==> src/rtl/qcsb_pkg.sv <==
// shared types, codes and the quadrature step table for the click speed binner
package qcsb_pkg;

    localparam int PIN_BITS      = 2;
    localparam int TIME_BITS     = 16;
    localparam int SUM_BITS      = 8;
    localparam int WEIGHT_BITS   = 8;
    localparam int CFG_DATA_BITS = 16;
    localparam int CFG_ADDR_BITS = 3;
    localparam int IN_DATA_BITS  = 24;
    localparam int OUT_DATA_BITS = 24;

    localparam logic [PIN_BITS-1:0] PINS_IDLE = 2'b11;

    typedef enum logic [CFG_ADDR_BITS-1:0] {
        CFG_DIR_NEGATE     = 3'd0,
        CFG_FAST_LIMIT     = 3'd1,
        CFG_VFAST_LIMIT    = 3'd2,
        CFG_WEIGHT_FAST    = 3'd3,
        CFG_WEIGHT_VFAST   = 3'd4
    } cfg_addr_t;

    typedef enum logic {
        ACT_PIN_EVENT = 1'b0,
        ACT_SNAPSHOT  = 1'b1
    } action_t;

    typedef enum logic [1:0] {
        SPEED_SLOW      = 2'd0,
        SPEED_FAST      = 2'd1,
        SPEED_VERY_FAST = 2'd2
    } speed_t;

    localparam logic signed [1:0] DIR_NONE = 2'sb00;
    localparam logic signed [1:0] DIR_POS  = 2'sb01;
    localparam logic signed [1:0] DIR_NEG  = 2'sb11;

    typedef struct packed {
        logic   seen;
        logic   neg;
        speed_t speed;
    } click_t;

    // gray-code step for {previous pins, new pins}
    function automatic logic signed [1:0] quad_step(input logic [3:0] trans);
        logic signed [1:0] step;
        step = DIR_NONE;
        case (trans) inside
            4'd2, 4'd4, 4'd11, 4'd13: step = DIR_POS;
            4'd1, 4'd7, 4'd8, 4'd14:  step = DIR_NEG;
            default:                  step = DIR_NONE;
        endcase
        return step;
    endfunction

endpackage

==> src/rtl/quadrature_click_speed_binner.sv <==
// top level of the quadrature click speed binner
// Each request passes an input register and a result register, and the block takes one
// request every cycle while the output is not stalled; a request's result is registered
// in the result register after the input register, and while a result waits the input register
// takes one more request and then holds s_tready low until the result is taken.
// A pin event decodes the gray-code step and may complete a click that is binned by the
// time since the previous click; a snapshot request returns the plain and weighted sums
// of the live counters, wrapped to 8 bits, and clears them.
module quadrature_click_speed_binner import qcsb_pkg::*; #(
    parameter int COUNTER_BITS = 8
) (
    input  logic                     aclk,
    input  logic                     aresetn,
    input  logic                     s_tvalid,
    output logic                     s_tready,
    // pin_data, pin_clock, now_ms[15:0], zero pad
    input  logic [IN_DATA_BITS-1:0]  s_tdata,
    // action
    input  logic                     s_tuser,
    output logic                     m_tvalid,
    input  logic                     m_tready,
    // click_seen, click_dir[1:0], speed_class[1:0], shift_sum[7:0], accel_shift[7:0], zero pad
    output logic [OUT_DATA_BITS-1:0] m_tdata,
    input  logic                     cfg_wr_en,
    input  logic [CFG_ADDR_BITS-1:0] cfg_addr,
    input  logic [CFG_DATA_BITS-1:0] cfg_wdata
);

    logic                     dir_negate_reg;
    logic [TIME_BITS-1:0]     fast_limit_reg;
    logic [TIME_BITS-1:0]     vfast_limit_reg;
    logic [WEIGHT_BITS-1:0]   weight_fast_reg;
    logic [WEIGHT_BITS-1:0]   weight_vfast_reg;

    logic                     in_valid_reg;
    logic                     in_action_reg;
    logic [PIN_BITS-1:0]      in_pins_reg;
    logic [TIME_BITS-1:0]     in_now_reg;
    logic                     out_valid_reg;
    logic [OUT_DATA_BITS-1:0] out_data_reg, out_data_next;

    logic                     out_free;
    logic                     fire;
    logic                     pin_en;
    logic                     snap_en;
    click_t                   click;
    logic [SUM_BITS-1:0]      shift_sum;
    logic [SUM_BITS-1:0]      accel_shift;
    logic signed [1:0]        click_dir;

    assign out_free = !out_valid_reg || m_tready;
    assign fire     = in_valid_reg && out_free;
    assign s_tready = !in_valid_reg || out_free;
    assign pin_en   = fire && (action_t'(in_action_reg) == ACT_PIN_EVENT);
    assign snap_en  = fire && (action_t'(in_action_reg) == ACT_SNAPSHOT);
    assign m_tvalid = out_valid_reg;
    assign m_tdata  = out_data_reg;

    always_ff @(posedge aclk) begin
        if (!aresetn) begin
            dir_negate_reg   <= 1'b0;
            fast_limit_reg   <= 16'd200;
            vfast_limit_reg  <= 16'd50;
            weight_fast_reg  <= 8'd2;
            weight_vfast_reg <= 8'd4;
        end else if (cfg_wr_en) begin
            case (cfg_addr)
                CFG_DIR_NEGATE:   dir_negate_reg   <= cfg_wdata[0];
                CFG_FAST_LIMIT:   fast_limit_reg   <= cfg_wdata;
                CFG_VFAST_LIMIT:  vfast_limit_reg  <= cfg_wdata;
                CFG_WEIGHT_FAST:  weight_fast_reg  <= cfg_wdata[WEIGHT_BITS-1:0];
                CFG_WEIGHT_VFAST: weight_vfast_reg <= cfg_wdata[WEIGHT_BITS-1:0];
                default: ;
            endcase
        end
    end

    always_ff @(posedge aclk) begin
        if (!aresetn) begin
            in_valid_reg <= 1'b0;
        end else if (s_tready) begin
            in_valid_reg <= s_tvalid;
        end
    end

    always_ff @(posedge aclk) begin
        if (s_tvalid && s_tready) begin
            in_action_reg <= s_tuser;
            in_pins_reg   <= s_tdata[1:0];
            in_now_reg    <= s_tdata[17:2];
        end
    end

    qcsb_decode u_decode (
        .aclk               (aclk),
        .aresetn            (aresetn),
        .pin_en             (pin_en),
        .pins               (in_pins_reg),
        .now_ms             (in_now_reg),
        .direction_negate   (dir_negate_reg),
        .fast_limit_ms      (fast_limit_reg),
        .very_fast_limit_ms (vfast_limit_reg),
        .click              (click)
    );

    qcsb_counters #(
        .COUNTER_BITS (COUNTER_BITS)
    ) u_counters (
        .aclk             (aclk),
        .aresetn          (aresetn),
        .pin_en           (pin_en),
        .snap_en          (snap_en),
        .click            (click),
        .weight_fast      (weight_fast_reg),
        .weight_very_fast (weight_vfast_reg),
        .shift_sum        (shift_sum),
        .accel_shift      (accel_shift)
    );

    always_comb begin
        click_dir     = DIR_NONE;
        out_data_next = '0;
        if (action_t'(in_action_reg) == ACT_SNAPSHOT) begin
            out_data_next[12:5]  = shift_sum;
            out_data_next[20:13] = accel_shift;
        end else if (click.seen) begin
            click_dir           = click.neg ? DIR_NEG : DIR_POS;
            out_data_next[0]    = 1'b1;
            out_data_next[2:1]  = click_dir;
            out_data_next[4:3]  = click.speed;
        end
    end

    always_ff @(posedge aclk) begin
        if (!aresetn) begin
            out_valid_reg <= 1'b0;
        end else if (out_free) begin
            out_valid_reg <= in_valid_reg;
        end
    end

    always_ff @(posedge aclk) begin
        if (fire) begin
            out_data_reg <= out_data_next;
        end
    end

endmodule

==> src/rtl/qcsb_decode.sv <==
// quadrature step decode, detent click detection and speed classing
module qcsb_decode import qcsb_pkg::*; (
    input  logic                 aclk,
    input  logic                 aresetn,
    input  logic                 pin_en,
    input  logic [PIN_BITS-1:0]  pins,
    input  logic [TIME_BITS-1:0] now_ms,
    input  logic                 direction_negate,
    input  logic [TIME_BITS-1:0] fast_limit_ms,
    input  logic [TIME_BITS-1:0] very_fast_limit_ms,
    output click_t               click
);

    logic [PIN_BITS-1:0]  last_pins_reg,  last_pins_next;
    logic [7:0]           sub_pos_reg,    sub_pos_next;
    logic [TIME_BITS-1:0] last_time_reg,  last_time_next;
    logic signed [1:0]    step;
    logic signed [1:0]    step_signed;
    logic [7:0]           sub_sum;
    logic [TIME_BITS-1:0] gap;

    always_comb begin
        step        = quad_step({last_pins_reg, pins});
        step_signed = direction_negate ? -step : step;
        sub_sum     = sub_pos_reg + 8'(step_signed);
        gap         = now_ms - last_time_reg;

        click.seen  = (pins == PINS_IDLE) && (sub_sum != 8'd0);
        click.neg   = sub_sum[7];
        if (!click.seen) begin
            click.speed = SPEED_SLOW;
        end else if (gap < very_fast_limit_ms) begin
            click.speed = SPEED_VERY_FAST;
        end else if (gap < fast_limit_ms) begin
            click.speed = SPEED_FAST;
        end else begin
            click.speed = SPEED_SLOW;
        end

        last_pins_next = last_pins_reg;
        sub_pos_next   = sub_pos_reg;
        last_time_next = last_time_reg;
        if (pin_en) begin
            last_pins_next = pins;
            sub_pos_next   = click.seen ? 8'd0 : sub_sum;
            if (click.seen) begin
                last_time_next = now_ms;
            end
        end
    end

    always_ff @(posedge aclk) begin
        if (!aresetn) begin
            last_pins_reg <= PINS_IDLE;
            sub_pos_reg   <= '0;
            last_time_reg <= '0;
        end else begin
            last_pins_reg <= last_pins_next;
            sub_pos_reg   <= sub_pos_next;
            last_time_reg <= last_time_next;
        end
    end

endmodule

==> src/rtl/qcsb_counters.sv <==
// live click counters per speed class and snapshot sums
module qcsb_counters import qcsb_pkg::*; #(
    parameter int COUNTER_BITS = 8
) (
    input  logic                   aclk,
    input  logic                   aresetn,
    input  logic                   pin_en,
    input  logic                   snap_en,
    input  click_t                 click,
    input  logic [WEIGHT_BITS-1:0] weight_fast,
    input  logic [WEIGHT_BITS-1:0] weight_very_fast,
    output logic [SUM_BITS-1:0]    shift_sum,
    output logic [SUM_BITS-1:0]    accel_shift
);

    localparam int NUM_CLASSES = 3;

    logic [COUNTER_BITS-1:0] live_reg  [NUM_CLASSES];
    logic [COUNTER_BITS-1:0] live_next [NUM_CLASSES];
    logic [SUM_BITS-1:0]     ext       [NUM_CLASSES];
    logic [COUNTER_BITS-1:0] delta;
    logic [2*SUM_BITS-1:0]   prod_fast;
    logic [2*SUM_BITS-1:0]   prod_vfast;

    always_comb begin
        delta = click.neg ? '1 : COUNTER_BITS'(1);
        for (int i = 0; i < NUM_CLASSES; i++) begin
            ext[i]       = SUM_BITS'($signed(live_reg[i]));
            live_next[i] = live_reg[i];
            if (snap_en) begin
                live_next[i] = '0;
            end else if (pin_en && click.seen && (click.speed == speed_t'(i))) begin
                live_next[i] = live_reg[i] + delta;
            end
        end
        prod_fast   = ext[1] * weight_fast;
        prod_vfast  = ext[2] * weight_very_fast;
        shift_sum   = ext[0] + ext[1] + ext[2];
        accel_shift = ext[0] + prod_fast[SUM_BITS-1:0] + prod_vfast[SUM_BITS-1:0];
    end

    always_ff @(posedge aclk) begin
        if (!aresetn) begin
            for (int i = 0; i < NUM_CLASSES; i++) begin
                live_reg[i] <= '0;
            end
        end else begin
            for (int i = 0; i < NUM_CLASSES; i++) begin
                live_reg[i] <= live_next[i];
            end
        end
    end

endmodule

==> config.mk <==
export PLATFORM = sky130hd
export DESIGN_NAME = quadrature_click_speed_binner
export DESIGN_NICKNAME = d
export VERILOG_FILES = /design/src/rtl/qcsb_pkg.sv /design/src/rtl/quadrature_click_speed_binner.sv /design/src/rtl/qcsb_decode.sv /design/src/rtl/qcsb_counters.sv
export SDC_FILE = /design/constraint.sdc
export NUM_CORES = 1
export LEC_CHECK = 0
export BUFFER_PORTS_ARGS = -buffer_cell sky130_fd_sc_hd__buf_2
export CORE_ASPECT_RATIO = 0.7
export CORE_MARGIN = 8
export CORE_UTILIZATION = 45
export DETAILED_ROUTE_END_ITERATION = 6
export SLEW_MARGIN = 30
export SYNTH_ARGS = -nofsm -noshare
export SYNTH_HDL_FRONTEND = slang
export SYNTH_HIERARCHICAL = 1
export SYNTH_SLANG_ARGS = --single-unit
==> constraint.sdc <==
create_clock -name aclk -period 6.85 [get_ports aclk]
set_clock_uncertainty 0.15 [all_clocks]
set_input_delay 0.3425 -clock aclk [delete_from_list [all_inputs] [get_ports aclk]]
set_output_delay 0.3425 -clock aclk [all_outputs]
set_load 0.01 [all_outputs]
=== After elaboration in Yosys (flattened, before gate mapping) ===
Memory sizes are Yosys's and may differ from the RTL's.
Cells that the tools add are included.

* $add $sub $neg: 10
* $mul: 2
* Order comparisons: 2
* Equal/unequal tests: 15
* Mux-type cells: 21
* Bitwise gates (word level): 5
* Reductions and logical operators: 25

{| class="wikitable"
|+ Operator list
! cell !! count
|-
| 8-bit 2-to-1 mux || 11
|-
| 8-bit adder || 8
|-
| 16-bit less-than comparator || 2
|-
| 4-bit == test, second input constant || 4
|-
| 8-bit by 8-bit multiplier with 8-bit output || 2
|-
| 16-bit subtractor || 1
|-
| 2-bit 2-to-1 mux || 6
|-
| 2-bit AND reduction || 6
|-
| 1-bit logical AND || 9
|-
| 4-bit by 3-bit == test with 1-bit output, second input constant || 2
|-
| 8-bit nonzero test || 1
|-
| 4-bit OR reduction || 2
|-
| 3-bit by 2-bit == test with 1-bit output, second input constant || 2
|-
| 2-bit == test, second input constant || 2
|-
| 4-bit by 1-bit == test with 1-bit output, second input constant || 1
|-
| 4-bit by 2-bit == test with 1-bit output, second input constant || 1
|-
| 1-bit 2-to-1 mux || 4
|-
| 3-bit by 1-bit == test with 1-bit output, second input constant || 1
|-
| 3-bit == test, second input constant || 1
|-
| 3-bit logical NOT || 1
|-
| 1-bit bitwise OR || 3
|-
| 2-bit by 1-bit == test with 1-bit output, second input constant || 1
|-
| 1-bit logical NOT || 2
|-
| 2-bit logical NOT || 1
|-
| other kinds (4) || 6
|}

* Register bits: 117
* Memory bits (writable): 24
* Bits of input ports: 49
* Output and inout bits: 26
* Logic and storage cells: 97
* Memories kept: 1

{| class="wikitable"
|+ Memory list
! memory !! words !! bits a word !! rd ports !! clocked after Yosys merged registers in !! wr ports !! RTL line !! source
|-
| u_counters.live_reg || 3 || 8 || 3 || 0 || 3 || qcsb_counters.sv:18 || <nowiki>logic [COUNTER_BITS-1:0] live_reg [NUM_CLASSES];</nowiki>
|}

=== Depth between registers and ports, before layout ===
Gate-level depths: netlist (run 1).

* Depth in word-level cells: 15
* Gate-level depth with buffers: 22

=== Modules after synthesis ===
The synthesis (run 1) kept the hierarchy.

{| class="wikitable"
|+ By module, submodules not included
! module !! instances !! cells each !! area an instance (um^2) !! sequential area each (um^2)
|-
| qcsb_counters || 1 || 482 || 4152.7 || 480.5
|-
| quadrature_click_speed_binner || 1 || 269 || 3422.0 || 2222.1
|-
| qcsb_decode || 1 || 364 || 2906.5 || 520.5
|}

=== Worst setup path after synthesis (run 1) ===
Ideal clock, no wire load.

* Path type: register to register
* Start point: reg in_pins_reg[1]
* End point: mem u_counters.live_reg[2][6] (netlist: u_counters/live_reg[0][22])
* Arrival time: 4924 ps
* Required time: 6599 ps
* Setup slack: 1675 ps
* Stages on the path, launching flop included: 17
* Period minus slack after synthesis: 5175 ps
* Cell sequence: edfxtp_1 xor2_1 nand2_1 o22ai_1 ha_1 o21ai_1 a31oi_1 o41ai_1 xnor2_1 inv_1 fa_1 nor2b_1 o21ai_1 a21boi_1 o21a_1 nor3_1 o41ai_1

{| class="wikitable"
|+ RTL lines
! what !! RTL line !! source
|-
| from (decl) || quadrature_click_speed_binner.sv:37 || <nowiki>logic [PIN_BITS-1:0] in_pins_reg;</nowiki>
|-
| from (signal assigned) || quadrature_click_speed_binner.sv:89 || <nowiki>in_pins_reg <= s_tdata[1:0];</nowiki>
|-
| to (decl) || qcsb_counters.sv:18 ||
|}

==> run_results.csv, run 1 <==
group,metric,value,unit
sta,post-route-min-period,5477,ps
global_routing,global_route.usage.met2,0.2484,
layout,final_core_util,0.5189,
critical_path,critical-path-slowest-cell,"sky130_fd_sc_hd__o41ai_1",
floorplanning,pin_count,75,
sta,setup_slack,1373,ps
cts,cts-htree-levels,4,
flow_run,maxCapViolCount,0,
place,place.gp.congestion,0.8274,
hold_path,hp-class,"in2reg",
critical_path,cpPeakStageDelay,720,ps
synthesis,synth-seq-area-share,0.3075,
sta,timing.final.crit_share,0.7995,
routing,num_vias,7586,
global_routing,antenna_found_initial,0,
place,dp.final_hpwl,18.41,mm
place,place.port_buffers,65,
global_routing,grt_max_degree,66,
synthesis,synth.cell_area,10480,um2
sta,drv_slew,0,
critical_path,worst-r2r-setup-slack,1370,ps
critical_path,crit_path_cell_trace,"ha_1 > nor2b_1 > o31a_1 > o221a_2 > o41ai_1 > o21bai_1 > a21oi_1 > xnor2_1 > ha_1 > nand2_1 > nor2_1 > a211oi_1 > o21ai_0 > a221oi_1 > nor4bb_2 > nor3_2 > nand2_1 > mux2i_1 > mux2i_1",
layout,max_reg_flops,24,
global_routing,met1_usage,0.2740,
global_routing,first_global_vias,7556,
critical_path,critical_path.top_delay_family,"compound AO/OA/AOI/OAI gates",
synthesis,yosys_warnings,6,
cts,number_of_setup_buffers_added_after_cts,0,
cts,cts_made_buffers,17,
power,power_per_unit_of_standard_cell_area,176.8,nW/um2
layout,area.growth.synth_to_final,12.56,%
sta,worst_hold_slack,36.74,ps
routing,drt-wirelength-per-cell,16.02,um
synthesis,average_instance_area_after_synthesis,9.400,um2
sta,timing.fmax,182.6,MHz
sta,setup_total_negative_slack,0,ps
critical_path,timing.critical_path.from,"in_now_reg[1]$_DFFE_PP_",
global_routing,grt-busiest-layer,"met1",
layout,final_nets,1402,
critical_path,worst-r2r-cell-count,19,
global_routing,global_route.overflow_total,0,
critical_path,criticalPathCategory,"reg2reg",
critical_path,cp.depth,19,
critical_path,rr_startpoint,"in_now_reg[1]$_DFFE_PP_",
outcome,outcome,"finished clean",
sta,finalHoldViolations,0,
routing,detail_route.first_pass.iterations,5,
floorplanning,height_of_the_die,143.7,um
floorplanning,design.core.area,22730,um2
routing,drc,0,
synthesis,synth-seq-cells,141,
global_routing,track_usage,0.1771,
cts,cts_tree,"built",
place,dpl_worst_slack,1433,ps
sta,timing.slew.headroom,0.3999,
floorplanning,die_span_x,198.4,um
sta,setup_viol,0,
critical_path,critical_path.max_fanout,8,
power,p_leak,5.094,nW
synthesis,ys_dominant_reg_cell,"sky130_fd_sc_hd__dfxtp_1",
routing,viasPerCell,5.014,
routing,detail_route.iter0.violations,403,
critical_path,worst_setup_path_endpoint,"u_counters/live_reg[0][7]$_SDFFE_PP0P_",
cts,clock_insertion_delay_worst_skew,430,ps
routing,totalWireLength,24.25,mm
power,total_power,0.002086,W
floorplanning,rows,46,
critical_path,cp-end-kind,"register",
sta,tightestPinTransition,888.5,ps
layout,drive_gt1_frac,0.09242,
floorplanning,floorplan.initialDensity,0.4610,
cts,post_cts_clock_slew_at_the_launch_and_capture_registers_of_the_worst_setup_and_hold_paths,60,ps
synthesis,synthCells,1115,
cts,clkSinkCount,141,
routing,antenna_left,0,
cts,cts-root-to-sink-buffers,2,
floorplanning,dieArea,28510,um2
global_routing,grtUsageMet3,0.03271,
synthesis,synth_enable_flop_cells,40,
critical_path,crit-reg2reg-capture,"u_counters/live_reg[0][7]$_SDFFE_PP0P_",
cts,cts-root-buf,"sky130_fd_sc_hd__clkbuf_16",
critical_path,worstPathRequired,7050,ps
hold_path,hold_path_startpoint,"cfg_wdata[13]",
synthesis,synth.distinct_cells,63,
critical_path,worstPathArrival,5680,ps
power,vdd_ir_drop_max,0.0001579,V
critical_path,buffer_and_inverter_count_on_the_worst_path,0,
layout,antenna-diode-count,0,
layout,fillCellCount,2081,
sta,grt_setup_unrepaired,"false",
critical_path,cp-start-kind,"register",
synthesis,async_reset_ff_frac,0,
global_routing,wire_length_of_the_first_global_routing_pass,39.80,mm
## worst reg2reg max path, delay by kind of cell (launching register included)
| kind | cells | cell delay, ps |
|---|---|---|
| compound gates | 8 | 2420 |
| simple gates | 6 | 1160 |
| flops | 1 | 410 |
| xor+xnor | 1 | 210 |
| fa+ha+maj | 2 | 620 |
| mux | 2 | 420 |
## worst min path at each step
stage                                              to  slack [ps]  depth (start not counted)
3_3_place_gp           fast_limit_reg[5]$_SDFFE_PN0P_         290                          2
6_report              fast_limit_reg[13]$_SDFFE_PN0P_          40                          3
5_1_grt               fast_limit_reg[12]$_SDFFE_PN0P_          30                          3
4_1_cts               fast_limit_reg[13]$_SDFFE_PN0P_          20                          3
2_1_floorplan         vfast_limit_reg[0]$_SDFFE_PN0P_         280                          2
3_5_place_dp   u_decode/last_time_reg[5]$_SDFFE_PN0P_         300                          2
## layout make-up
cell class	instances	area (um2)	share of cell area
clock inverters	11	92.59	0.007848
repair buffers	89	558.0	0.04730
clock buffers	21	471.7	0.03998
well taps	312	390.4	0.03309
flip-flops and latches	141	3223	0.2732
multi-input cells	803	6551	0.5553
inverters	136	510.5	0.04327
## logic make-up (layout without fill, tap and decap cells)
group,Yosys count,after routing,share of synthesized area
AO/OA/AOI/OAI,136,136,0.08762
XOR/XNOR,76,76,0.06422
adder cells (fa/ha/maj),165,165,0.2328
buffers and inverters,173,257,0.07019
flip-flops,141,141,0.3075
multiplexers,77,77,0.07353
other,1,3,0.0003578
AND/OR/NAND/NOR,346,346,0.1638
## metal layers
metal	wire, um	share of wire
met1	13590	0.56
met2	9578	0.40
met3	877	0.036
met4	197	0.0081
met5	0	0
## per-stage QoR
stage	cell area, um2	cells
after CTS	11800	1513
after global placement	11020	1461
after global routing	11800	1513
after detailed placement	11030	1461
after floorplan	10490	1117
final	11800	1513
## cell usage after synthesis (7+ instances only)
cell                       instances  area, um2
sky130_fd_sc_hd__nor2b_1          25      156.4
sky130_fd_sc_hd__edfxtp_1         40       1201
sky130_fd_sc_hd__o21a_1           13      97.59
sky130_fd_sc_hd__nand2_1         167      626.9
sky130_fd_sc_hd__a21oi_1          32      160.2
sky130_fd_sc_hd__a21o_1           17      127.6
sky130_fd_sc_hd__clkbuf_1         17      63.81
sky130_fd_sc_hd__buf_2            10      50.05
sky130_fd_sc_hd__mux2i_1          77      770.7
sky130_fd_sc_hd__inv_1           136      510.5
sky130_fd_sc_hd__o21ai_1          14      70.07
sky130_fd_sc_hd__nand3_1           8      40.04
sky130_fd_sc_hd__a211oi_1          7      52.55
sky130_fd_sc_hd__dfxtp_1         101       2022
sky130_fd_sc_hd__ha_1            115       1439
sky130_fd_sc_hd__xnor2_1          61      534.3
sky130_fd_sc_hd__o21ai_0           7      35.03
sky130_fd_sc_hd__and2_1           63      394.1
sky130_fd_sc_hd__nand2b_1         13      81.33
sky130_fd_sc_hd__nor2_1           31      116.4
sky130_fd_sc_hd__fa_1             50       1001
sky130_fd_sc_hd__xor2_1           14      122.6
## power breakdown
| group | internal [W] | total [W] | switching (W) |
|---|---|---|---|
| Clock | 0.000527 | 0.000891 | 0.000364 |
| Sequential | 0.000881 | 0.000899 | 0.0000186 |
| Combinational | 0.000126 | 0.000296 | 0.000170 |
| Total | 0.00153 | 0.00209 | 0.000552 |
## repair_timing
action / CTS / global route
hold endpoints to repair: 20 / 0
gates resized for setup: 0 / 0
hold buffers: 20 / 0
## layout by cell type (no fill, tap or decap), types with 5 or more instances in the layout
cell type	netlist	layout
sky130_fd_sc_hd__a211oi_1	7	7
sky130_fd_sc_hd__a21boi_1	6	6
sky130_fd_sc_hd__a21o_1	17	17
sky130_fd_sc_hd__a21oi_1	32	32
sky130_fd_sc_hd__and2_1	63	61
sky130_fd_sc_hd__buf_2	10	64
sky130_fd_sc_hd__buf_4	3	5
sky130_fd_sc_hd__clkbuf_16	0	18
sky130_fd_sc_hd__clkinv_2	0	6
sky130_fd_sc_hd__dfxtp_1	101	101
sky130_fd_sc_hd__dlygate4sd3_1	0	20
sky130_fd_sc_hd__edfxtp_1	40	40
sky130_fd_sc_hd__fa_1	50	50
sky130_fd_sc_hd__ha_1	115	115
sky130_fd_sc_hd__inv_1	136	136
sky130_fd_sc_hd__mux2i_1	77	77
sky130_fd_sc_hd__nand2_1	167	167
sky130_fd_sc_hd__nand2b_1	13	13
sky130_fd_sc_hd__nand3_1	8	8
sky130_fd_sc_hd__nand3b_1	6	6
sky130_fd_sc_hd__nand4_1	5	5
sky130_fd_sc_hd__nor2_1	31	31
sky130_fd_sc_hd__nor2b_1	25	25
sky130_fd_sc_hd__o211ai_1	6	6
sky130_fd_sc_hd__o21a_1	13	13
sky130_fd_sc_hd__o21ai_0	7	7
sky130_fd_sc_hd__o21ai_1	14	14
sky130_fd_sc_hd__or3_1	6	6
sky130_fd_sc_hd__xnor2_1	61	60
sky130_fd_sc_hd__xor2_1	14	14
(Power assumes the default switching activity.)
==> inputs of run 2 (changes only) <==
- clock period: 6.85 -> 5.5 ns (I/O delays scaled with it)
==> run 2 against run 1 <==
Sequential share of layout area decreased by 0.56 points. Flip-flop and latch count unchanged. Power up 28%. Count of clock-buffer cells in the layout up 3. Combinational power up 27%. Critical endpoint is now m_tdata[20]$_SDFFCE_PN0P_. Sequential power rose by 25%.
==> run_results.csv, run 2 (synthesized netlist as in run 1, its figures left out) <==
group,metric,value,unit
cts,cts-root-buf,"sky130_fd_sc_hd__clkbuf_16",
critical_path,crit-reg2reg-capture,"m_tdata[20]$_SDFFCE_PN0P_",
sta,setup_viol,0,
floorplanning,floorplan.initialDensity,0.4610,
global_routing,antenna_found_initial,0,
sta,grt_setup_unrepaired,"false",
place,dpl_worst_slack,263.7,ps
place,dp.final_hpwl,18.49,mm
sta,timing.slew.headroom,0.4497,
layout,most-common-layout-cells,"sky130_fd_sc_hd__nand2_1 (167), sky130_fd_sc_hd__inv_1 (136), sky130_fd_sc_hd__ha_1 (115)",
cts,cts_made_buffers,17,
layout,drive_gt1_frac,0.1068,
routing,detail_route.first_pass.iterations,5,
place,numPlacedInstances,1478,
global_routing,first_global_vias,7344,
sta,drv_slew,0,
critical_path,critical_path.max_fanout,6,
critical_path,rr_startpoint,"weight_vfast_reg[2]$_SDFFE_PN1P_",
layout,area.growth.synth_to_final,14.99,%
layout,final_nets,1428,
critical_path,worstPathRequired,5520,ps
critical_path,timing.critical_path.from,"weight_vfast_reg[2]$_SDFFE_PN1P_",
critical_path,cp-start-kind,"register",
sta,timing.final.crit_share,0.9434,
cts,cts_tree,"built",
global_routing,wire_length_of_the_first_global_routing_pass,39.90,mm
power,power_per_unit_of_standard_cell_area,221.7,nW/um2
critical_path,cpPeakStageDelay,510,ps
critical_path,worst-r2r-cell-count,16,
cts,cts-root-to-sink-buffers,2,
place,place.port_buffers,65,
layout,final_core_util,0.5302,
critical_path,worstPathArrival,5210,ps
sta,setup_total_negative_slack,0,ps
cts,clkSinkCount,141,
sta,finalHoldViolations,0,
critical_path,crit_path_cell_trace,"nand2_1 > fa_1 > fa_1 > inv_1 > fa_1 > fa_1 > inv_1 > fa_1 > fa_1 > xor2_1 > xnor2_1 > xnor2_1 > xnor2_1 > xnor2_1 > xnor2_1 > and2_1",
sta,worst_hold_slack,8.301,ps
floorplanning,pin_count,75,
layout,final_common_cell,"sky130_fd_sc_hd__nand2_1",
layout,antenna-diode-count,0,
critical_path,criticalPathCategory,"reg2reg",
cts,number_of_setup_buffers_added_after_cts,0,
sta,tightestPinTransition,825.4,ps
critical_path,worst-r2r-setup-slack,310,ps
critical_path,critical-path-slowest-cell,"sky130_fd_sc_hd__dfxtp_1",
floorplanning,die_span_x,198.4,um
floorplanning,height_of_the_die,143.7,um
global_routing,track_usage,0.1787,
global_routing,global_route.overflow_total,0,
routing,viasPerCell,4.940,
cts,post_cts_clock_slew_at_the_launch_and_capture_registers_of_the_worst_setup_and_hold_paths,60,ps
outcome,outcome,"finished clean",
routing,num_vias,7602,
floorplanning,design.core.area,22730,um2
routing,antenna_left,0,
flow_run,maxCapViolCount,0,
cts,clock_insertion_delay_worst_skew,420,ps
sta,timing.fmax,192.7,MHz
global_routing,grt_max_degree,83,
power,p_leak,5.244,nW
routing,drc,0,
cts,cts-htree-levels,4,
critical_path,worst_setup_path_endpoint,"m_tdata[20]$_SDFFCE_PN0P_",
sta,setup_slack,311.6,ps
layout,instances_no_fill,1539,
routing,drt-wirelength-per-cell,15.90,um
floorplanning,rows,46,
hold_path,hp-class,"in2reg",
critical_path,critical-path-top-cell-by-count,"sky130_fd_sc_hd__fa_1",
place,place.gp.congestion,0.8691,
layout,max_reg_flops,24,
floorplanning,dieArea,28510,um2
power,vdd_ir_drop_max,0.0002067,V
sta,post-route-min-period,5188,ps
critical_path,cp-end-kind,"register",
routing,detail_route.iter0.violations,439,
routing,totalWireLength,24.47,mm
[run 2: cell count changes in the layout (fill, tap and decap cells not counted)]
cell                            previous run  this run
sky130_fd_sc_hd__buf_4                     5        22
sky130_fd_sc_hd__clkbuf_1                  2         1
sky130_fd_sc_hd__clkbuf_8                  1         5
sky130_fd_sc_hd__clkinv_2                  6         3
sky130_fd_sc_hd__clkinv_4                  2         1
sky130_fd_sc_hd__clkinvlp_4                2         1
sky130_fd_sc_hd__dfxtp_1                 101        99
sky130_fd_sc_hd__dfxtp_2                   0         2
sky130_fd_sc_hd__dlygate4sd3_1            20        29
sky130_fd_sc_hd__inv_4                     0         1
sky130_fd_sc_hd__inv_6                     0         1
[run 2: worst min-delay path by stage]
stage | cells past startpoint | from | endpoint
final | 3 | cfg_wdata[4] | vfast_limit_reg[4]$_SDFFE_PN1P_
after global routing | 3 | cfg_wdata[15] | fast_limit_reg[15]$_SDFFE_PN0P_
after CTS | 3 | cfg_wdata[7] | fast_limit_reg[7]$_SDFFE_PN1P_
after detailed placement | 2 | u_decode/last_time_reg[3]$_SDFFE_PN0P_ | u_decode/last_time_reg[3]$_SDFFE_PN0P_
after global placement | 2 | u_decode/last_time_reg[2]$_SDFFE_PN0P_ | u_decode/last_time_reg[2]$_SDFFE_PN0P_
after floorplan | 0 | s_tuser | in_action_reg$_DFFE_PP_
[run 2: worst max-delay path, delay by kind of cell, from the launching register on]
kind	cells	cell delay [ps]
xor gates and xnor gates	6	990
adders and majority gates	6	2900
buffers and inverters	2	110
DFF	1	510
and+or+nand+nor	2	280
[run 2: through the flow]
stage,power [W],instance area (um2)
2_1_floorplan,0.001391,10490
3_3_place_gp,0.001490,11150
3_5_place_dp,0.001498,11160
4_1_cts,0.002692,12050
5_1_grt,0.002792,12050
6_report,0.002672,12050
[run 2: what timing repair did]
action	4_1_cts	5_1_grt
endpoints found under the hold margin	36	0
hold buffers	29	0
endpoints found under the setup margin	0	1
resized for setup	0	2
[run 2: layout make-up]
class,count,area [um2]
Sequential cell,141,3226
Inverter,136,510.5
Tap cell,312,390.4
Clock buffer,24,523.0
Clock inverter,8,76.32
Multi-Input combinational cell,803,6551
Fill cell,2076,10680
Timing Repair Buffer,115,775.7
[run 2: layer usage]
layer | vias to the layer above | GRT usage | part of all wire
li1 | 3880 | - | -
met1 | 3586 | 0.2847 | 0.56
met2 | 126 | 0.2433 | 0.39
met3 | 10 | 0.03248 | 0.047
met4 | 0 | 0.03345 | 0.0060
met5 | - | 0 | 0
[run 2: where the power goes]
part	total [W]	switching, W	internal, W
Combinational	0.000377	0.000213	0.000164
Clock	0.00118	0.000465	0.000711
Sequential	0.00112	0.0000226	0.00110
==> inputs of run 3 (changes only) <==
- REMOVE_ABC_BUFFERS: not set -> 1
==> run 3 against run 2 <==
First-iteration DRC count decreased by 10%. Wire length decreased by 2.4%. Die area unchanged. Register-to-register slack improved by 20 ps. Fmax increased by 0.46%. Critical path depth increased by 4. Combinational power about the same. Highest routed layer unchanged. Utilization increased by 0.055 points. Cell area increased by 0.10%. Worst hold slack improved by 6.7 ps. Critical endpoint is now u_counters/live_reg[0][4]$_SDFFE_PP0P_. Non-clock buffer count increased by 2.
==> run_results.csv, run 3 (synthesized netlist as in run 1, its figures left out) <==
group,metric,value,unit
cts,cts-root-to-sink-buffers,2,
critical_path,buffer_and_inverter_count_on_the_worst_path,2,
routing,antenna_left,0,
critical_path,crit_path_cell_trace,"ha_1 > nor2b_1 > o31a_1 > o221a_2 > o41ai_1 > buf_4 > o21bai_1 > a21oi_1 > xnor2_1 > ha_1 > nand2_1 > nor2_1 > a211oi_1 > o21ai_0 > a221oi_2 > nor4bb_2 > buf_4 > or3_1 > or3_1 > a21oi_1",
layout,area.growth.synth_to_final,15.11,%
routing,num_vias,7709,
global_routing,wire_length_of_the_first_global_routing_pass,39.95,mm
layout,final_common_cell,"sky130_fd_sc_hd__nand2_1",
critical_path,rr_startpoint,"in_now_reg[1]$_DFFE_PP_",
sta,worst_hold_slack,14.97,ps
hold_path,min_delay_path_depth,3,
floorplanning,design.core.area,22730,um2
critical_path,critical_path.max_fanout,7,
layout,antenna-diode-count,0,
hold_path,hp-class,"in2reg",
place,dp.final_hpwl,18.31,mm
floorplanning,height_of_the_die,143.7,um
sta,timing.slew.headroom,0.3784,
critical_path,critical_path.top_delay_family,"compound AO/OA/AOI/OAI gates",
sta,setup_total_negative_slack,0,ps
sta,finalHoldViolations,0,
sta,post-route-min-period,5165,ps
critical_path,cp-start-kind,"register",
routing,drc,0,
power,vdd_ir_drop_max,0.0002067,V
cts,clock_insertion_delay_worst_skew,430,ps
critical_path,worst-r2r-cell-count,20,
routing,detail_route.iter0.violations,394,
critical_path,worstPathRequired,5700,ps
global_routing,grt_max_degree,66,
routing,drt-wirelength-per-cell,15.51,um
routing,totalWireLength,23.88,mm
hold_path,hold_path_startpoint,"cfg_wdata[6]",
flow_run,maxCapViolCount,0,
layout,max_reg_flops,24,
outcome,outcome,"finished clean",
critical_path,worst-r2r-setup-slack,340,ps
cts,post_cts_clock_slew_at_the_launch_and_capture_registers_of_the_worst_setup_and_hold_paths,60,ps
critical_path,cpPeakStageDelay,490,ps
floorplanning,pin_count,75,
sta,setup_viol,0,
power,power_per_unit_of_standard_cell_area,219.1,nW/um2
global_routing,global_route.overflow_total,0,
floorplanning,die_span_x,198.4,um
layout,final_nets,1430,
place,place.gp.congestion,0.8279,
sta,tightestPinTransition,930.5,ps
cts,cts-htree-levels,4,
sta,drv_slew,0,
critical_path,crit-reg2reg-capture,"u_counters/live_reg[0][4]$_SDFFE_PP0P_",
layout,most-common-layout-cells,"sky130_fd_sc_hd__nand2_1 (167), sky130_fd_sc_hd__inv_1 (136), sky130_fd_sc_hd__ha_1 (115)",
routing,viasPerCell,5.006,
global_routing,antenna_found_initial,0,
sta,timing.fmax,193.6,MHz
cts,cts-root-buf,"sky130_fd_sc_hd__clkbuf_16",
critical_path,criticalPathCategory,"reg2reg",
global_routing,first_global_vias,7812,
power,p_leak,5.243,nW
critical_path,cp-end-kind,"register",
place,place.port_buffers,65,
cts,cts_made_buffers,17,
floorplanning,floorplan.initialDensity,0.4610,
cts,clkSinkCount,141,
sta,grt_setup_unrepaired,"false",
global_routing,track_usage,0.1764,
critical_path,cp.depth,20,
critical_path,worstPathArrival,5360,ps
critical_path,timing.critical_path.from,"in_now_reg[1]$_DFFE_PP_",
layout,drive_gt1_frac,0.1067,
place,dpl_worst_slack,230.6,ps
routing,detail_route.first_pass.iterations,6,
cts,cts_tree,"built",
sta,setup_slack,335.2,ps
layout,instances_no_fill,1540,
place,numPlacedInstances,1480,
power,total_power,0.002643,W
floorplanning,rows,46,
cts,number_of_setup_buffers_added_after_cts,0,
floorplanning,dieArea,28510,um2
sta,timing.final.crit_share,0.9391,
layout,fillCellCount,2113,
hold_path,hold-path-endpoint,"fast_limit_reg[6]$_SDFFE_PN1P_",
critical_path,critical-path-slowest-cell,"sky130_fd_sc_hd__or3_1",
==> run 3: cell count changes in the layout (fill, tap and decap cells not counted), sizes merged <==
cell	previous run	this run
buf	86	88
clkbuf	24	22
clkinvlp	1	2
==> run 3: tightest hold or removal path: cells and delay by family <==
family,cells,cell delay [ps]
buffers and inverters,1,100
AND/OR/NAND/NOR,1,50
multiplexers,1,130
==> run 3: repair_timing <==
item	in CTS	in global routing
resized for setup	0	4
endpoints found under the hold margin	34	0
endpoints found under the setup margin	0	5
hold buffers	29	0
==> run 3: cell type report <==
class / instances / area, um2 / share of cell area
Multi-Input combinational cell: 803 / 6559 / 0.5436
Tap cell: 312 / 390.4 / 0.03236
Inverter: 136 / 510.5 / 0.04231
Sequential cell: 141 / 3224 / 0.2672
Timing Repair Buffer: 117 / 803.3 / 0.06658
Clock buffer: 22 / 496.7 / 0.04117
Clock inverter: 9 / 81.33 / 0.006741
==> run 3: worst max-delay path by stage <==
stage                                              end
6_report        u_counters/live_reg[0][4]$_SDFFE_PP0P_
3_5_place_dp                 m_tdata[20]$_SDFFCE_PN0P_
4_1_cts                      m_tdata[20]$_SDFFCE_PN0P_
5_1_grt         u_counters/live_reg[0][4]$_SDFFE_PP0P_
2_1_floorplan  u_counters/live_reg[0][15]$_SDFFE_PP0P_
3_3_place_gp                 m_tdata[20]$_SDFFCE_PN0P_
==> run 3: through the flow <==
step             util  area, um2
6_report       0.5307      12070
5_1_grt        0.5307      12070
3_3_place_gp   0.4917      11180
4_1_cts        0.5299      12050
3_5_place_dp   0.4917      11180
2_1_floorplan       -      10260
==> run 3: power by group <==
part / leakage (nW) / switching (W) / internal [W] / total [W]
Combinational: 3.75 / 0.000211 / 0.000169 / 0.000380
Sequential: 1.21 / 0.0000205 / 0.00110 / 0.00112
Clock: 0.283 / 0.000462 / 0.000684 / 0.00115
==> run 3: metal layers <==
metal,GRT usage,part of all wire,up-vias
met1,0.2550,0.52,3651
met3,0.03575,0.050,16
met4,0.04045,0.0075,0
li1,-,-,3906
met5,0,0,-
met2,0.2663,0.42,136
